### config.mk
export PLATFORM = sky130hd
export DESIGN_NAME = rrct_cmp
export DESIGN_NICKNAME = d
export VERILOG_FILES = /design/src/rtl/resource_range_claim_table_defines.svh /design/src/rtl/rrct_pkg.sv /design/src/rtl/rrct_cmp.sv
export SDC_FILE = /design/constraint.sdc
export NUM_CORES = 1
export LEC_CHECK = 0
export ABC_AREA = 1
export BUFFER_PORTS_ARGS = -buffer_cell sky130_fd_sc_hd__buf_2
export CORE_AREA = 2 2 156 158
export DETAILED_ROUTE_END_ITERATION = 12
export DIE_AREA = 0 0 158 160
export MAX_ROUTING_LAYER = met4
export PLACE_DENSITY = 0.57
export SLEW_MARGIN = 10
export SYNTH_ARGS = -nofsm -noshare
export SYNTH_HDL_FRONTEND = slang
export SYNTH_SLANG_ARGS = --single-unit
### constraint.sdc
create_clock -name vclk -period 3.4
set_input_delay 0.17 -clock vclk [all_inputs]
set_output_delay 0.17 -clock vclk [all_outputs]
set_load 0.02 [all_outputs]
### src/rtl/resource_range_claim_table_defines.svh
// Assertion macros for the resource range claim table.
// Used by the top level only; depends on nothing else.
`ifndef RESOURCE_RANGE_CLAIM_TABLE_DEFINES_SVH
`define RESOURCE_RANGE_CLAIM_TABLE_DEFINES_SVH

// Same-cycle implication, disabled while reset is low.
`define RRCT_ASSERT_IMP(lbl, clk, rst_n, ante, cons, msg) \
    lbl: assert property (@(posedge clk) disable iff (!rst_n) (ante) |-> (cons)) \
        else $error(msg);

// Next-cycle implication, disabled while reset is low.
`define RRCT_ASSERT_NXT(lbl, clk, rst_n, ante, cons, msg) \
    lbl: assert property (@(posedge clk) disable iff (!rst_n) (ante) |=> (cons)) \
        else $error(msg);

`endif

### src/rtl/rrct_pkg.sv
// Shared types and constants for the resource range claim table.
// No dependencies; imported by rrct_cmp and resource_range_claim_table.
`default_nettype none

package rrct_pkg;

    // Default sizes of the table and of the owner space.
    localparam int unsigned TABLE_DEPTH_DEF = 64;
    localparam int unsigned OWNER_COUNT_DEF = 32;

    // Field widths fixed by the interface.
    localparam int unsigned ACT_W       = 2;
    localparam int unsigned OWNER_ID_W  = 5;
    localparam int unsigned TYPE_W      = 3;
    localparam int unsigned VAL_W       = 64;
    localparam int unsigned NTH_W       = 6;
    localparam int unsigned MC_W        = 7;
    localparam int unsigned IN_TDATA_W  = 144;
    localparam int unsigned IN_TUSER_W  = 3;
    localparam int unsigned OUT_TDATA_W = 144;
    localparam int unsigned OUT_TUSER_W = 1;

    // Request kinds.
    typedef enum logic [ACT_W-1:0] {
        ACT_CLAIM   = 2'd0,
        ACT_RELEASE = 2'd1,
        ACT_COUNT   = 2'd2,
        ACT_GET     = 2'd3
    } t_action;

    // Sequencer states.
    typedef enum logic [2:0] {
        ST_IDLE,
        ST_READ,
        ST_CHECK,
        ST_MOVE,
        ST_APPEND,
        ST_DONE
    } t_state;

    // One stored range; the inclusive end is kept so the scan needs no adder.
    typedef struct packed {
        logic [TYPE_W-1:0] rtype;
        logic [VAL_W-1:0]  start;
        logic [VAL_W-1:0]  size;
        logic [VAL_W-1:0]  last;
    } t_range;

    // Result of comparing one stored entry against the request.
    typedef struct packed {
        logic overlap;
        logic owner_eq;
    } t_cmp_res;

endpackage

`default_nettype wire

### src/rtl/rrct_cmp.sv
// Shared compare unit: range overlap and owner match of one entry.
// Depends on rrct_pkg.
`default_nettype none

module rrct_cmp #(
    parameter int unsigned OW = 5
) (
    input  wire logic [rrct_pkg::TYPE_W-1:0] i_irq_type,
    input  wire rrct_pkg::t_range            i_entry,
    input  wire logic [OW-1:0]               i_entry_owner,
    input  wire rrct_pkg::t_range            i_req,
    input  wire logic [OW-1:0]               i_req_owner,
    output rrct_pkg::t_cmp_res               o_res
);
    import rrct_pkg::*;

    logic w_type_eq;
    logic w_is_irq;
    logic w_zero;
    logic w_span_hit;

    // Interrupt lines match on start alone; other types use inclusive spans.
    always_comb begin
        w_type_eq  = (i_entry.rtype == i_req.rtype);
        w_is_irq   = (i_entry.rtype == i_irq_type);
        w_zero     = (i_entry.size == '0) || (i_req.size == '0);
        w_span_hit = (i_entry.start <= i_req.last) && (i_req.start <= i_entry.last);
        if (!w_type_eq) begin
            o_res.overlap = 1'b0;
        end else if (w_is_irq) begin
            o_res.overlap = (i_entry.start == i_req.start);
        end else begin
            o_res.overlap = !w_zero && w_span_hit;
        end
        o_res.owner_eq = (i_entry_owner == i_req_owner);
    end

endmodule

`default_nettype wire

---- Yosys cells after proc, flatten, opt, wreduce, memory -nomap -nowiden ----
Index checks and enable logic that the tools add are counted.
word-level totals
  flip-flop bits (word level) ............. 0
  input bits .............................. 403
cells by class
  $lt $le $gt $ge ......................... 2
  eq/ne operators ......................... 4
  mux-type cells .......................... 2
  reduce and logical (&&, ||, !) cells .... 6
operators with widths
  cell                             count
  64-bit less-or-equal comparator  2
  64-bit logical NOT               2
  64-bit equality test             1
  3-bit equality test              2
  5-bit equality test              1
  1-bit logical AND                2
  1-bit two-way mux                2
  1-bit logical NOT                1
  1-bit logical OR                 1

---- Depth between registers and ports, before layout ----
Gate-level depths: netlist (run 1).
  depth in word-level cells ............... 6
  gate-level depth with buffers ........... 18
  mapped depth without buffers ............ 18

---- Least setup slack after synthesis (run 1) ----
No wires, ideal clock.
  path type ............................... input to output
  start ................................... input port i_req[63] (netlist name)
  end ..................................... output port o_res[1] (netlist name)
  arrival time ............................ 1478 ps
  required time ........................... 3230 ps
  path slack .............................. 1752 ps
  cell stages on the path ................. 12
  path buffers ............................ 0
  path through ............................ inv_1 ha_1 nand2_1 inv_1 nand3_2 nor3_4 inv_2 nor3_2 nand4_1 nand2_1 nand3_2 a21oi_2
RTL lines
  item             line            source
  start, declared  rrct_cmp.sv:11  input wire rrct_pkg::t_range i_req,
  end, declared    rrct_cmp.sv:13  output rrct_pkg::t_cmp_res o_res

==> results of run 1 <==
==> worst paths after layout <==
kind                        startpoint  endpoint  depth (start not counted)
worst max-delay path       i_entry[57]  o_res[1]                         15
worst min-delay path  i_entry_owner[3]  o_res[0]                          5
==> layout make-up <==
type                       instances  area, µm²
antenna                            8       20.0
multi-input combinational        572       4000
tap                              324        405
fill                            2742      16700
timing repair buffer             405       2030
inverter                         171        642
==> worst min-delay path, cell delays in order <==
cell and delay [ns]:
buf_2 0.08, xnor2_1 0.05, nand2_1 0.05, nor4_1 0.04
buf_2 0.15
==> cell usage in the layout (no fill, tap or decap), drive strengths merged, types with 5 or more instances in the layout <==
master and count:
a21oi 57, buf 405, diode 8, ha 128, inv 171, nand2 149
nand3 13, nand4 32, nor2 48, nor3 9, nor4 35, o21a 6
o21ai 12, or2 5, xnor2 50, xor2 18
==> metrics by stage <==
stage                     cells  hold slack, ns
after floorplan             743           0.514
after global placement     1472           0.705
after detailed placement   1472           0.712
after CTS                  1472           0.712
after global routing       1480           0.752
final                      1480           0.709
==> metal layers <==
metal,GRT usage (%),routed length (µm),vias up
li1,-,-,3265
met1,15.2,7420,2603
met2,31.9,11100,219
met3,1.95,1160,28
met4,2.66,403,0
met5,-,0,-
==> where the power goes <==
part	switching (µW)	total (µW)	internal (µW)
logic	368	746	379
clock network	0	0.000315	0.000315
registers	0	0	0
==> cell families after synthesis <==
| kind of cell | after synthesis |
|---|---|
| AND/OR/NAND/NOR | 293 |
| buffers and inverters | 171 |
| adder cells (fa/ha/maj) | 128 |
| AO/OA/AOI/OAI | 83 |
| XOR/XNOR | 68 |
==> qor.csv, run 1 <==
stage;metric;value;unit
sta;endpoints failing setup;0;
die;placeable core region;23800;µm²
die;Die W;158;µm
drt;Vias;6115;
sta;RSZ-0062 raised after global routing;false;
synthesis;largest family of logic cells by synthesized area;adder cells;
setup_path;CP endpoint kind;output port;
synthesis;Commonest cells post-synth;inv_1, nand2_1, ha_1, a21oi_1, xnor2_1;
cells_and_area;finished layout cell area;7090;µm²
sta;Final Cycle Share;59.5;%
synthesis;syn_nets;1274;
synthesis;Post-Syn Instances;743;
setup_path;CP Launch Type;input port;
power_and_ir_drop;pwr dens;105;nW/µm²
power_and_ir_drop;Total Power;746;µW
synthesis;Avg Inst Size Synth;6.24;µm²
cells_and_area;layout cell share with drive strength beyond 1;36.3;%
synthesis;Area contributors post-synth;ha_1, inv_1, nand2_1, xnor2_1, a21oi_1;
flow_run;MaxCap Viol Count;0;
setup_path;most frequent CP cell;nand2_1;
die;starting density of the core;19.5;%
global_routing;vias in the first global route;6369;
setup_path;crit path DAT;1.85;ns
drt;final wirelength;20100;µm
sta;crit path time final;2.02;ns
global_routing;global-route wire length before repair;29900;µm
sta;final setup margin;1.38;ns
cells_and_area;final net count;1681;
die;die area;25300;µm²
die;Die Height;160;µm
clock_network;post-CTS setup repair buffer count;0;
synthesis;post-synthesis sequential area ratio;0;%
cells_and_area;P&R area growth vs syn;52.9;%
sta;Fin. Hold Viols;0;
synthesis;cell with the most instances after synthesis;inv_1;
drt;Iteration-0 DRC Markers;143;
synthesis;mux share of post-synthesis cell area;0;%
global_routing;GRT Overall Usage;15.5;%
synthesis;Yosys Warn Count;0;
place;Final GP Congestion;0.866;
setup_path;Critical path buffers and inverters;4;
worst_hold_path;HP Class;input port to output port;
drt;Initial DRT Pass Iterations;4;
power_and_ir_drop;Leak Pwr;0.00435;µW
cells_and_area;# clk buffers;0;
synthesis;Post-Synth XOR/XNOR Area;12.8;%
place;dpl cell area;7070;µm²
setup_path;Slowest-stage cell, CP;ha_1;
status;run status;complete, no violations;
global_routing;largest net degree at the start of global routing;4;
synthesis;post-synthesis compound-gate area fraction;9.82;%
setup_path;Crit path required time;3.23;ns
drt;Vias per Instance;4.13;
die;IO Pins;405;
synthesis;adder and majority cell fraction of the synthesized area;34.5;%
synthesis;post-synth top area cell;ha_1;
setup_path;crit path cell chain;buf_2 -> inv_1 -> ha_1 -> nand2_1 -> inv_1 -> o21bai_1 -> a21oi_1 -> nor2_1 -> nand2_1 -> a21oi_1 -> nand2_1 -> nand2_1 -> nand3_2 -> a21oi_2 -> buf_2;
die;# rows;57;
place;Port Buffers;405;
global_routing;GR Overflow Total;0;
power_and_ir_drop;Max IR drop VDD;40.3;µV
drt;DRC;0;
synthesis;Unique masters post-synth;27;
drt;DRT antenna net count;0;
cells_and_area;register area;0;µm²
setup_path;Top Family by Delay on Critical Path;simple AND/OR/NAND/NOR gates;
place;pre-CTS setup slack;1.28;ns
synthesis;Post-Synth Simple-Gate Area;29.0;%
synthesis;top cell type's share of synthesized area;34.5;%
sta;highest clock rate;494;MHz
sta;Final Slew Violations;0;
setup_path;Slowest Stage Delay on Critical Path;0.30;ns
drt;DR WL/cell;13.6;µm
clock_network;# hold bufs at CTS;0;
global_routing;initial antenna violation count;12;
sta;setup TNS;0;ns
place;dpl hpwl;19400;µm
setup_path;crit-path max FO;2;
sta;Worst-Margin Slew;0.559;ns
cells_and_area;final core occ;29.8;%
setup_path;Crit Path Category;input port to output port;
clock_network;PostCTS Resize Cnt;0;
synthesis;Syn Std Cell Area;4640;µm²
sta;Rel. slew slack;62.4;%
cells_and_area;FFs & Latches;0;
(Power assumes the default switching activity.)
==> inputs of run 2 (changes only) <==
--- a/config.mk
+++ b/config.mk
@@ -5,11 +5,11 @@
 export SDC_FILE = /design/constraint.sdc
 export NUM_CORES = 1
 export LEC_CHECK = 0
-export ABC_AREA = 1
+export ABC_AREA = 0
 export BUFFER_PORTS_ARGS = -buffer_cell sky130_fd_sc_hd__buf_2
-export CORE_AREA = 2 2 156 158
+export CORE_AREA = 2 2 158 160
 export DETAILED_ROUTE_END_ITERATION = 12
-export DIE_AREA = 0 0 158 160
+export DIE_AREA = 0 0 160 162
 export MAX_ROUTING_LAYER = met4
 export PLACE_DENSITY = 0.57
 export SLEW_MARGIN = 10
==> constraint.sdc (replaced) <==
create_clock -name vclk -period 1.8
set_input_delay 0.09 -clock vclk [all_inputs]
set_output_delay 0.09 -clock vclk [all_outputs]
set_load 0.02 [all_outputs]
==> qor.csv, run 2 <==
stage;metric;value;unit;change
synthesis;Yosys Warn Count;0;;unchanged
die;placeable core region;24100;µm²;+1.2%
power_and_ir_drop;Logic pwr share;100.0;%;about the same
synthesis;post-synthesis compound-gate area fraction;14.5;%;+4.6 points
place;dpl hpwl;23200;µm;+19%
cells_and_area;most frequent cells in the layout;buf_2, buf_4, inv_1;;
sta;highest clock rate;431;MHz;
sta;Worst-Margin Slew;0.571;ns;+0.0121 ns
cells_and_area;most common cell after layout, fill and taps aside;buf_2;;
drt;DR WL/cell;16.5;µm;+21%
die;# rows;57;;unchanged
power_and_ir_drop;Pint;983;µW;+160%
synthesis;top cell type's share of synthesized area;36.9;%;+2.4 points
setup_path;Top Family by Delay on Critical Path;simple AND/OR/NAND/NOR gates;;
synthesis;Avg Inst Size Synth;7.15;µm²;+15%
sta;Fin. Hold Viols;0;;unchanged
synthesis;Post-Synth Simple-Gate Area;21.9;%;-7.1 points
cells_and_area;P&R area growth vs syn;92.0;%;
place;Port Buffers;405;;unchanged
sta;setup TNS;-0.521;ns;-0.521 ns
die;starting density of the core;18.0;%;-1.5 points
setup_path;crit path cell chain;buf_6 -> inv_4 -> ha_4 -> nand4_1 -> or4_4 -> nor4_4 -> a22oi_1 -> a311oi_1 -> o31a_1 -> o22a_2 -> buf_6;;
global_routing;GR Layer Usage met2;33.2;%;+1.3 points
setup_path;CP Launch Type;input port;;
power_and_ir_drop;Switch Pwr;830;µW;+130%
sta;crit path time final;2.32;ns;
place;Final GP Congestion;0.911;;+5.3%
synthesis;adder and majority cell fraction of the synthesized area;36.9;%;+2.4 points
synthesis;Syn Std Cell Area;4340;µm²;-6.4%
global_routing;vias in the first global route;6534;;+2.6%
setup_path;Slowest Stage Delay on Critical Path;0.56;ns;+0.26 ns
synthesis;post-synthesis sequential area ratio;0;%;unchanged
drt;Initial DRT Pass Iterations;4;;unchanged
synthesis;Post-Syn Instances;607;;-18%
synthesis;post-synth top area cell;ha_1;;
power_and_ir_drop;Total Power;1810;µW;+140%
setup_path;most frequent CP cell;buf_6;;
setup_path;Crit Path Category;input port to output port;;
flow_run;MaxCap Viol Count;0;;unchanged
power_and_ir_drop;pwr dens;217;nW/µm²;+110%
cells_and_area;# clk buffers;0;;unchanged
global_routing;GRT Overall Usage;18.3;%;+2.8 points
global_routing;met1 GRT Util;22.1;%;+6.9 points
drt;Iteration-0 DRC Markers;253;;+77%
sta;final setup margin;-0.521;ns;-1.90 ns
power_and_ir_drop;Leak Pwr;0.00478;µW;+10%
worst_hold_path;HP Class;input port to output port;;
global_routing;largest net degree at the start of global routing;5;;+1
synthesis;Unique masters post-synth;35;;+30%
global_routing;grt met3 use;2.58;%;+0.63 points
power_and_ir_drop;Clock Power Share;0;%;unchanged
cells_and_area;FFs & Latches;0;;unchanged
drt;Vias per Instance;4.28;;+3.7%
worst_hold_path;worst hold start;i_entry_owner[0];;
drt;Vias;6378;;+4.3%
drt;final wirelength;24500;µm;+22%
drt;DRT antenna net count;0;;unchanged
status;failing checks;setup timing;;
setup_path;Slowest-stage cell, CP;or4_4;;
cells_and_area;final net count;1689;;+0.48%
cells_and_area;layout cell share with drive strength beyond 1;51.7;%;+15 points
die;IO Pins;405;;unchanged
sta;Final Slew Violations;0;;unchanged
power_and_ir_drop;sw frac;45.8;%;-3.5 points
global_routing;GR Overflow Total;0;;unchanged
synthesis;Post-Synth XOR/XNOR Area;15.1;%;+2.3 points
setup_path;crit-path max FO;3;;+1
die;die area;25900;µm²;+2.5%
power_and_ir_drop;Reg power frac;0;%;unchanged
sta;Final Cycle Share;129;%;
synthesis;Area contributors post-synth;ha_1, inv_1, xor2_1, nor4_1, nand4_1;;
synthesis;mux share of post-synthesis cell area;0;%;unchanged
synthesis;largest family of logic cells by synthesized area;adder cells;;
sta;RSZ-0062 raised after global routing;true;;
worst_hold_path;hold path depth;5;;unchanged
worst_hold_path;hold worst-path end;o_res[0];;
setup_path;CP endpoint kind;output port;;
global_routing;initial antenna violation count;9;;-3
die;Die W;160;µm;+1.3%
power_and_ir_drop;Max IR drop VDD;98.3;µV;+140%
status;run status;complete, but fails checks;;
drt;DRC;0;;unchanged
place;pre-CTS setup slack;-0.756;ns;-2.03 ns
synthesis;cell with the most instances after synthesis;inv_1;;
cells_and_area;register area;0;µm²;unchanged
sta;Hold Slack;0.580;ns;-0.130 ns
die;Die Height;162;µm;+1.3%
synthesis;Commonest cells post-synth;inv_1, ha_1, xor2_1, nor4_1, a21oi_1;;
sta;endpoints failing setup;1;;+1
sta;Rel. slew slack;61.6;%;-0.81 points
setup_path;Crit path required time;1.71;ns;-1.52 ns
global_routing;GR peak layer;met2;;
setup_path;Critical path buffers and inverters;3;;-1
setup_path;crit path DAT;2.23;ns;+0.38 ns
global_routing;global-route wire length before repair;35200;µm;+18%
synthesis;syn_nets;1138;;-11%
[run 2: power groups by stage]
stage               clock network, µW  logic, µW  registers, µW
floorplan                           0        659              0
global placement                    0       1700              0
detailed placement                  0       1730              0
CTS                                 0       1810              0
global route                 0.000670       2030              0
finish                       0.000670       1810              0
[run 2: how the worst max path moves through the flow]
stage | startpoint | end | slack, ns | depth (start not counted)
final | i_entry[27] | o_res[1] | -0.52 | 11
after global routing | i_entry[27] | o_res[1] | -0.65 | 11
after CTS | i_req[154] | o_res[1] | -0.55 | 10
after detailed placement | i_req[137] | o_res[1] | -0.76 | 11
after global placement | i_req[137] | o_res[1] | -0.73 | 11
after floorplan | i_entry[21] | o_res[1] | -0.13 | 9
[run 2: kinds of logic (layout without fill, tap and decap cells)]
group | after synthesis | count (layout)
AOI/OAI and AO/OA | 103 | 103
xor gates and xnor gates | 75 | 75
buffers and inverters | 135 | 684
and+or+nand+nor | 166 | 166
adders and majority gates | 128 | 128
other | 0 | 9
[run 2: through the flow]
step           cells  instance area [µm²]  util [%]
2_1_floorplan    607                 4450         -
3_3_place_gp    1474                 7920      32.8
3_5_place_dp    1474                 7920      32.8
4_1_cts         1479                 8220      34.1
5_1_grt         1489                 8340      34.6
6_report        1489                 8340      34.6
[run 2: what timing repair did]
action,in CTS,in global routing
buffers inserted,5,1
gates resized for setup,54,13
pin swaps,21,14
endpoints found under the setup margin,1,1
hold buffers,0,0
[run 2: metal layers]
layer	wire length, µm	up-vias
li1	-	3286
met1	10400	2802
met2	12300	271
met3	1530	19
met4	272	0
met5	0	-
[run 2: cell type report]
class / instances / area (µm²)
fill: 2636 / 15800
multi-input combinational: 472 / 4120
timing repair buffer: 549 / 3260
inverter: 135 / 527
tap: 324 / 405
antenna: 9 / 22.5
